==> config.mk <==
export PLATFORM = sky130hd
export DESIGN_NAME = utf8_truncate_validate_top
export DESIGN_NICKNAME = d
export VERILOG_FILES = /design/src/hw/rtl/utf8tv_pkg.sv /design/src/hw/rtl/utf8tv_scan.sv /design/src/hw/rtl/utf8tv_queue.sv /design/src/hw/rtl/utf8_truncate_validate_top.sv
export SDC_FILE = /design/constraint.sdc
export NUM_CORES = 1
export LEC_CHECK = 0
export BUFFER_PORTS_ARGS = -buffer_cell sky130_fd_sc_hd__buf_2
export CAP_MARGIN = 20
export CORE_MARGIN = 3
export CORE_UTILIZATION = 50
export CTS_CLUSTER_DIAMETER = 100
export CTS_CLUSTER_SIZE = 10
export DETAILED_ROUTE_END_ITERATION = 16
export PLACE_DENSITY_LB_ADDON = 0.1
export SLEW_MARGIN = 5
export SYNTH_ARGS = -nofsm -noshare
export SYNTH_HDL_FRONTEND = slang
export SYNTH_SLANG_ARGS = --single-unit
==> constraint.sdc <==
create_clock -name clk -period 7.1 [get_ports clk]
set_input_delay 1.775 -clock clk [delete_from_list [all_inputs] [get_ports clk]]
set_output_delay 1.775 -clock clk [all_outputs]
set_load 0.05 [all_outputs]
==> src/hw/rtl/utf8tv_pkg.sv <==
// Shared types and constants for the UTF-8 truncate and validate block.
`timescale 1ns / 1ps
`default_nettype none

package utf8tv_pkg;

  localparam int BYTE_W  = 8;
  localparam int COUNT_W = 13;
  localparam int CFG_IDX_W = 2;

  // Largest string length the limits may ask for; larger limits are capped here.
  localparam logic [COUNT_W-1:0] LIMIT_CAP = 13'd4096;
  localparam logic [COUNT_W-1:0] COUNT_MAX = 13'h1FFF;

  // Result queue depth, including bytes of a character still being collected.
  localparam int QDEPTH = 16;
  localparam int QADDR_W = $clog2(QDEPTH);

  // Configuration register indexes.
  localparam logic [CFG_IDX_W-1:0] CFG_MAX_CHARS = 2'd0;
  localparam logic [CFG_IDX_W-1:0] CFG_MAX_BYTES = 2'd1;

  // One result item.
  typedef struct packed {
    logic [BYTE_W-1:0]  out_byte;
    logic               is_status;
    logic               well_formed;
    logic [COUNT_W-1:0] byte_count;
    logic [COUNT_W-1:0] char_count;
    logic               last_of_run;
  } result_t;

  // Queue command from the scanner, issued once per processed byte.
  typedef struct packed {
    logic    push;    // write entry at the tail
    logic    drop;    // discard uncommitted entries before the push
    logic    commit;  // make every entry up to the new tail visible
    result_t entry;
  } qcmd_t;

endpackage

`default_nettype wire

==> src/hw/rtl/utf8tv_scan.sv <==
// Input register, configuration registers and the per-byte UTF-8 scanner.
`timescale 1ns / 1ps
`default_nettype none

module utf8tv_scan
  import utf8tv_pkg::*;
(
  input  wire logic                 clk,
  input  wire logic                 rst_n,
  input  wire logic                 in_tvalid,
  output logic                      in_tready,
  input  wire logic [BYTE_W-1:0]    in_byte,
  input  wire logic                 cfg_valid,
  input  wire logic [CFG_IDX_W-1:0] cfg_index,
  input  wire logic [COUNT_W-1:0]   cfg_data,
  input  wire logic                 q_room,
  output qcmd_t                     q_cmd
);

  typedef enum logic [1:0] {
    MODE_LEAD = 2'd0,
    MODE_CONT = 2'd1,
    MODE_STOP = 2'd2
  } mode_t;

  mode_t              mode_r, mode_nxt;
  logic [BYTE_W-1:0]  byte_r, byte_nxt;
  logic               vld_r, vld_nxt;
  logic [2:0]         held_r, held_nxt;
  logic [2:0]         need_r, need_nxt;
  logic [COUNT_W-1:0] kbytes_r, kbytes_nxt;
  logic [COUNT_W-1:0] kchars_r, kchars_nxt;
  logic               valid_r, valid_nxt;
  logic [COUNT_W-1:0] max_chars_r, max_chars_nxt;
  logic [COUNT_W-1:0] max_bytes_r, max_bytes_nxt;

  logic               go;
  logic [2:0]         extra;
  logic               at_limit;
  logic [COUNT_W:0]   bsum;

  // Continuation bytes announced by a lead byte; 6 marks an invalid lead.
  function automatic logic [2:0] lead_extra(input logic [BYTE_W-1:0] b);
    logic [2:0] e;
    if (b[7] == 1'b0)               e = 3'd0;
    else if (b[7:5] == 3'b110)      e = 3'd1;
    else if (b[7:4] == 4'b1110)     e = 3'd2;
    else if (b[7:3] == 5'b11110)    e = 3'd3;
    else if (b[7:2] == 6'b111110)   e = 3'd4;
    else if (b[7:1] == 7'b1111110)  e = 3'd5;
    else                            e = 3'd6;
    return e;
  endfunction

  function automatic logic [COUNT_W-1:0] cap(input logic [COUNT_W-1:0] v);
    return (v > LIMIT_CAP) ? LIMIT_CAP : v;
  endfunction

  assign go        = vld_r & q_room;
  assign in_tready = ~vld_r | q_room;

  assign extra    = lead_extra(byte_r);
  assign at_limit = (kbytes_r >= cap(max_bytes_r)) || (kchars_r >= cap(max_chars_r));

  // Byte count once the current byte finishes a character.
  always_comb begin
    if (mode_r == MODE_CONT) begin
      bsum = {1'b0, kbytes_r} + (COUNT_W+1)'(held_r) + (COUNT_W+1)'(1);
    end else begin
      bsum = {1'b0, kbytes_r} + (COUNT_W+1)'(1);
    end
  end

  always_comb begin
    mode_nxt      = mode_r;
    byte_nxt      = byte_r;
    vld_nxt       = vld_r;
    held_nxt      = held_r;
    need_nxt      = need_r;
    kbytes_nxt    = kbytes_r;
    kchars_nxt    = kchars_r;
    valid_nxt     = valid_r;
    max_chars_nxt = max_chars_r;
    max_bytes_nxt = max_bytes_r;
    q_cmd         = '0;
    q_cmd.entry.out_byte = byte_r;

    if (cfg_valid) begin
      case (cfg_index)
        CFG_MAX_CHARS: max_chars_nxt = cfg_data;
        CFG_MAX_BYTES: max_bytes_nxt = cfg_data;
        default: ;
      endcase
    end

    if (in_tvalid && in_tready) begin
      byte_nxt = in_byte;
      vld_nxt  = 1'b1;
    end else if (go) begin
      vld_nxt  = 1'b0;
    end

    if (go) begin
      if (byte_r == '0) begin
        // Terminator: drop any partial character and report the counts.
        q_cmd.push              = 1'b1;
        q_cmd.drop              = 1'b1;
        q_cmd.commit            = 1'b1;
        q_cmd.entry.out_byte    = '0;
        q_cmd.entry.is_status   = 1'b1;
        q_cmd.entry.well_formed = valid_r & (mode_r != MODE_CONT);
        q_cmd.entry.byte_count  = kbytes_r;
        q_cmd.entry.char_count  = kchars_r;
        q_cmd.entry.last_of_run = 1'b1;
        mode_nxt   = MODE_LEAD;
        held_nxt   = '0;
        need_nxt   = '0;
        kbytes_nxt = '0;
        kchars_nxt = '0;
        valid_nxt  = 1'b1;
      end else begin
        case (mode_r)
          MODE_LEAD: begin
            if (at_limit) begin
              mode_nxt = MODE_STOP;
            end else if (extra == 3'd0) begin
              q_cmd.push              = 1'b1;
              q_cmd.commit            = 1'b1;
              q_cmd.entry.last_of_run = 1'b1;
              kbytes_nxt = bsum[COUNT_W] ? COUNT_MAX : bsum[COUNT_W-1:0];
              kchars_nxt = kchars_r + COUNT_W'(1);
            end else if (extra == 3'd6) begin
              valid_nxt = 1'b0;
              mode_nxt  = MODE_STOP;
            end else begin
              q_cmd.push = 1'b1;
              held_nxt   = 3'd1;
              need_nxt   = extra;
              mode_nxt   = MODE_CONT;
            end
          end
          MODE_CONT: begin
            if (byte_r[7:6] != 2'b10) begin
              // Bad continuation: the held character is thrown away.
              q_cmd.drop = 1'b1;
              valid_nxt  = 1'b0;
              mode_nxt   = MODE_STOP;
            end else begin
              q_cmd.push = 1'b1;
              held_nxt   = held_r + 3'd1;
              need_nxt   = need_r - 3'd1;
              if (need_r == 3'd1) begin
                q_cmd.commit            = 1'b1;
                q_cmd.entry.last_of_run = 1'b1;
                kbytes_nxt = bsum[COUNT_W] ? COUNT_MAX : bsum[COUNT_W-1:0];
                kchars_nxt = kchars_r + COUNT_W'(1);
                held_nxt   = '0;
                mode_nxt   = MODE_LEAD;
              end
            end
          end
          default: ;
        endcase
      end
    end
  end

  always_ff @(posedge clk) begin
    byte_r <= byte_nxt;
    if (!rst_n) begin
      mode_r      <= MODE_LEAD;
      vld_r       <= 1'b0;
      held_r      <= '0;
      need_r      <= '0;
      kbytes_r    <= '0;
      kchars_r    <= '0;
      valid_r     <= 1'b1;
      max_chars_r <= LIMIT_CAP;
      max_bytes_r <= LIMIT_CAP;
    end else begin
      mode_r      <= mode_nxt;
      vld_r       <= vld_nxt;
      held_r      <= held_nxt;
      need_r      <= need_nxt;
      kbytes_r    <= kbytes_nxt;
      kchars_r    <= kchars_nxt;
      valid_r     <= valid_nxt;
      max_chars_r <= max_chars_nxt;
      max_bytes_r <= max_bytes_nxt;
    end
  end

endmodule

`default_nettype wire

==> src/hw/rtl/utf8tv_queue.sv <==
// Result queue with a commit pointer, followed by the output register.
`timescale 1ns / 1ps
`default_nettype none

module utf8tv_queue
  import utf8tv_pkg::*;
(
  input  wire logic  clk,
  input  wire logic  rst_n,
  input  qcmd_t      q_cmd,
  output logic       q_room,
  output logic       out_tvalid,
  input  wire logic  out_tready,
  output result_t    out_item
);

  result_t            mem [QDEPTH];
  logic [QADDR_W:0]   head_r, head_nxt;
  logic [QADDR_W:0]   tail_r, tail_nxt;
  logic [QADDR_W:0]   cmt_r, cmt_nxt;
  logic [QADDR_W:0]   base;
  logic [QADDR_W:0]   used;
  logic               avail;
  logic               load;
  logic               ovld_r, ovld_nxt;
  result_t            item_r;

  assign used   = tail_r - head_r;
  assign q_room = (used < (QADDR_W+1)'(QDEPTH));
  assign avail  = (cmt_r != head_r);
  assign load   = avail & (~ovld_r | out_tready);
  assign base   = q_cmd.drop ? cmt_r : tail_r;

  always_comb begin
    tail_nxt = base + (QADDR_W+1)'(q_cmd.push);
    cmt_nxt  = q_cmd.commit ? tail_nxt : cmt_r;
    head_nxt = head_r + (QADDR_W+1)'(load);
    if (load) begin
      ovld_nxt = 1'b1;
    end else if (out_tready) begin
      ovld_nxt = 1'b0;
    end else begin
      ovld_nxt = ovld_r;
    end
  end

  always_ff @(posedge clk) begin
    if (q_cmd.push) begin
      mem[base[QADDR_W-1:0]] <= q_cmd.entry;
    end
    if (load) begin
      item_r <= mem[head_r[QADDR_W-1:0]];
    end
  end

  always_ff @(posedge clk) begin
    if (!rst_n) begin
      head_r <= '0;
      tail_r <= '0;
      cmt_r  <= '0;
      ovld_r <= 1'b0;
    end else begin
      head_r <= head_nxt;
      tail_r <= tail_nxt;
      cmt_r  <= cmt_nxt;
      ovld_r <= ovld_nxt;
    end
  end

  assign out_tvalid = ovld_r;
  assign out_item   = item_r;

endmodule

`default_nettype wire

==> src/hw/rtl/utf8_truncate_validate_top.sv <==
// Top level of the streaming UTF-8 truncate and validate block.
//
//   Channel  Direction  Handshake               Payload
//   in_      slave      in_tvalid / in_tready   in_tdata: data_byte
//   out_     master     out_tvalid / out_tready out_tdata, out_tuser, out_tlast
//   cfg_     slave      cfg_valid / cfg_ready   cfg_index, cfg_data
//
// One byte transfer is taken per clock. A byte waits in the input register,
// and its result reaches the output register through a 16-entry queue.
// Bytes of a multibyte character wait there uncommitted until the last
// continuation byte; a bad byte or the terminator rewinds the tail over them.
// The input stalls only while the queue is full.
// rst_n is synchronous and sets both limits to 4096; configuration is always ready.
`timescale 1ns / 1ps
`default_nettype none

module utf8_truncate_validate_top
  import utf8tv_pkg::*;
(
  input  wire logic                 clk,
  input  wire logic                 rst_n,
  // Input bytes. in_tdata: [7:0] data_byte.
  input  wire logic                 in_tvalid,
  output logic                      in_tready,
  input  wire logic [7:0]           in_tdata,
  // Results. out_tdata: [7:0] out_byte, [8] well_formed, [21:9] byte_count,
  // [34:22] char_count, [39:35] zero. out_tuser: [0] is_status.
  // out_tlast: last_of_run.
  output logic                      out_tvalid,
  input  wire logic                 out_tready,
  output logic [39:0]               out_tdata,
  output logic                      out_tuser,
  output logic                      out_tlast,
  // Configuration writes: index 0 is max_chars, index 1 is max_bytes.
  input  wire logic                 cfg_valid,
  output logic                      cfg_ready,
  input  wire logic [CFG_IDX_W-1:0] cfg_index,
  input  wire logic [COUNT_W-1:0]   cfg_data
);

  qcmd_t   q_cmd;
  logic    q_room;
  result_t out_item;

  assign cfg_ready = 1'b1;

  utf8tv_scan u_scan (
    .clk       (clk),
    .rst_n     (rst_n),
    .in_tvalid (in_tvalid),
    .in_tready (in_tready),
    .in_byte   (in_tdata),
    .cfg_valid (cfg_valid),
    .cfg_index (cfg_index),
    .cfg_data  (cfg_data),
    .q_room    (q_room),
    .q_cmd     (q_cmd)
  );

  utf8tv_queue u_queue (
    .clk        (clk),
    .rst_n      (rst_n),
    .q_cmd      (q_cmd),
    .q_room     (q_room),
    .out_tvalid (out_tvalid),
    .out_tready (out_tready),
    .out_item   (out_item)
  );

  // Byte items carry zero status fields, so the packing needs no muxing.
  assign out_tdata = {5'd0, out_item.char_count, out_item.byte_count,
                      out_item.well_formed, out_item.out_byte};
  assign out_tuser = out_item.is_status;
  assign out_tlast = out_item.last_of_run;

endmodule

`default_nettype wire

==> out/metrics.yaml <==
status: "complete, no violations"
hold_ws_ns: 0.4533
synthFlopType: "edfxtp_1"
clock_sinks: 715
path_cells: "inv_1 > ha_1 > a2111o_1 > a22o_1 > nand2_1 > nand2_1 > buf_2"
worstMarginPinSlew_ns: 1.009
ant_nets: 0
worstPathBufferInverterCount: 2
die_w_um: 245.2
start_kind: "flip-flop"
cts-root-buf: "clkbuf_16"
cts.clk_slew.worst_paths_ns: 0.06
antenna_found_initial: 0
finalSetupTns_ns: 0
cpMostUsedCell: "nand2_1"
routabilityCongestion: 0.7866
layout_common_cells: "edfxtp_1, mux4_2, nand2_1, clkbuf_16, dfxtp_1"
synth_area_mm2: 0.02862
cts_tree: "built"
rows: 87
gr-total-overflow: 0
nets: 1705
drive_gt1_share_pct: 25.46
post-dp-hpwl_um: 35070
die_y_um: 245.2
cp_top_family: "flip-flops"
portBuffers: 66
async_reset_ff_share_pct: 0
routedWlPerCell_um: 25.43
grt_max_degree: 59
p_per_area_mw_per_mm2: 310.8
diodes: 0
critPathMaxStageDelay_ns: 0.93
syn2layout_area_growth_pct: 12.34
vias_per_cell: 5.917
yosysSeqAreaShare_pct: 72.30
finalHoldViolations: 0
relSlewSlack_pct: 32.72
via_count: 14350
rsz0062_at_grt: "false"
first_pass_iters: 5
grt_pass1_wl_um: 92940
core_area_mm2: 0.05650
clk_latency_ns: 0.62
cts_resized: 0
endpoint_kind: "output pin"
finalMaxSlewViolations: 0
drc_errors: 0
htree_levels: 3
cts-buffers-inserted: 81
synth_area_per_cell_um2: 18.61
ys_seq_elements: 715
dieArea_mm2: 0.06014
crit_type: "flip-flop to output pin"
ios: 73
cp.arrival_ns: 3.05
nFillCells: 4222
skew_ns: 0.01949
layout_commonest_cell: "edfxtp_1"
crit_slowest_cell: "dfxtp_4"
fmax_mhz: 207.3
start_util_pct: 50.65
drtIter0Drc: 1129
grt_usage_pct: 21.05
first_global_vias: 14860
synth_cells: 1538
ys_warn_count: 0
cts_setup_buffers: 0
maxCapViolCount: 0
synth.distinct_cells: 67
cts_hold_buffers: 0
crit_required_ns: 5.33
min_period_ns: 4.825
power.leakage_nw: 9.675
finalWirelength_um: 61660
cts_buffer_depth: 3
setup_violations: 0
synth_edf_count: 637
min_period_over_period_pct: 67.95
vdd_drop_max_mv: 0.1810
cp_max_fo: 58
hold_class: "flip-flop to flip-flop"
## synthesized netlist by cell type (4+ instances only)
cell,number,area (um^2)
nor4_2,4,50.05
buf_4,10,75.07
and2_1,8,50.05
nand4_1,8,50.05
edfxtp_1,637,19130
nor2_1,47,176.4
mux4_2,185,4167
buf_2,17,85.08
nand3_1,25,125.1
xor2_1,7,61.31
a31oi_1,9,56.30
clkbuf_1,55,206.5
nor3_1,29,145.1
ha_1,41,513.0
a21oi_1,59,295.3
a311oi_1,5,43.79
nor3_2,6,60.06
inv_1,23,86.33
nand2_1,121,454.2
xnor2_1,18,157.7
and3_1,33,206.5
a211oi_1,4,30.03
nand2b_1,4,25.02
or3_1,5,31.28
nor2b_1,9,56.30
buf_1,9,33.78
o21ai_0,17,85.08
dfxtp_1,78,1562
and4_1,4,35.03
nand3b_1,5,37.54
mux2i_1,4,40.04
## metrics by stage
stage	instances	util (%)	worst slack, ns	cell area [um^2]	power, mW
after floorplan	1542	-	1.350	28630	6.079
after global placement	2304	52.83	2.757	29840	6.436
after detailed placement	2304	52.83	2.700	29840	6.454
after CTS	2421	56.82	2.131	32100	10.13
after global routing	2425	56.90	2.042	32150	10.37
final	2425	56.90	2.275	32150	9.990
## final timing paths
check / from / end / slack (ns) / cells past startpoint
setup / recovery: u_queue.head_r[1] / in_tready / 2.28 / 7
hold / removal: u_scan.max_bytes_r[0] / u_scan.max_bytes_r[0] / 0.45 / 2
setup reg to reg: u_queue.head_r[1] / u_queue.mem[8][3] / 2.80 / 10
hold reg to reg: u_scan.max_bytes_r[0] / u_scan.max_bytes_r[0] / 0.45 / 2
## worst reg2reg max path, delay by kind of cell (launching register included)
family,cells,cell delay [ns]
flip-flops,1,0.93
buffers and inverters,3,0.79
AND/OR/NAND/NOR,2,0.96
AO/OA/AOI/OAI,4,0.97
adder cells (fa/ha/maj),1,0.30
## report_power, final
part,total [mW],leakage [nW],switching [mW],internal [mW]
logic,1.43,2.66,0.893,0.539
registers,4.90,5.92,0.130,4.77
clock network,3.66,1.09,1.54,2.12
total,9.99,9.67,2.56,7.43
## flip-flops by register name, indices dropped and copies added (netlist names)
register and cells:
u_scan.max_bytes_r 13, u_scan.max_chars_r 13, u_queue.out_tvalid 1, u_queue.out_item 37
u_queue.mem 592, u_scan.byte_r 8, u_scan.kchars_r 13, u_queue.head_r 5
u_queue.cmt_r 5, u_scan.mode_r 2, u_scan.need_r 3, u_scan.valid_r 1
u_scan.vld_r 1, u_scan.kbytes_r 13, u_scan.held_r 3, u_queue.tail_r 5
## layer usage
metal	track usage, %	up-vias	part of all wire, %
li1	-	6333	-
met1	29.60	7564	44
met2	34.39	367	49
met3	3.277	85	4.9
met4	6.443	0	2.1
met5	0	-	0
## cell families (layout without fill, tap and decap cells)
kind of cell,after synthesis,after routing,synth area share (%)
buffers and inverters,117,244,1.793
XOR/XNOR,25,25,0.7652
AO/OA/AOI/OAI,120,120,2.597
other,2,6,0.02624
multiplexers,191,191,14.78
adder cells (fa/ha/maj),42,42,1.863
flip-flops,715,715,72.30
AND/OR/NAND/NOR,326,326,5.876
## layout make-up
class	count	area, um^2	area share (%)
clock buffers	111	2182	6.788
clock inverters	6	76.32	0.2374
inverters	24	91.34	0.2841
multi-input cells	710	7531	23.43
flip-flops and latches	715	20700	64.38
well taps	756	945.9	2.942
repair buffers	103	623.1	1.938
Power figures use the tool's default switching activity.
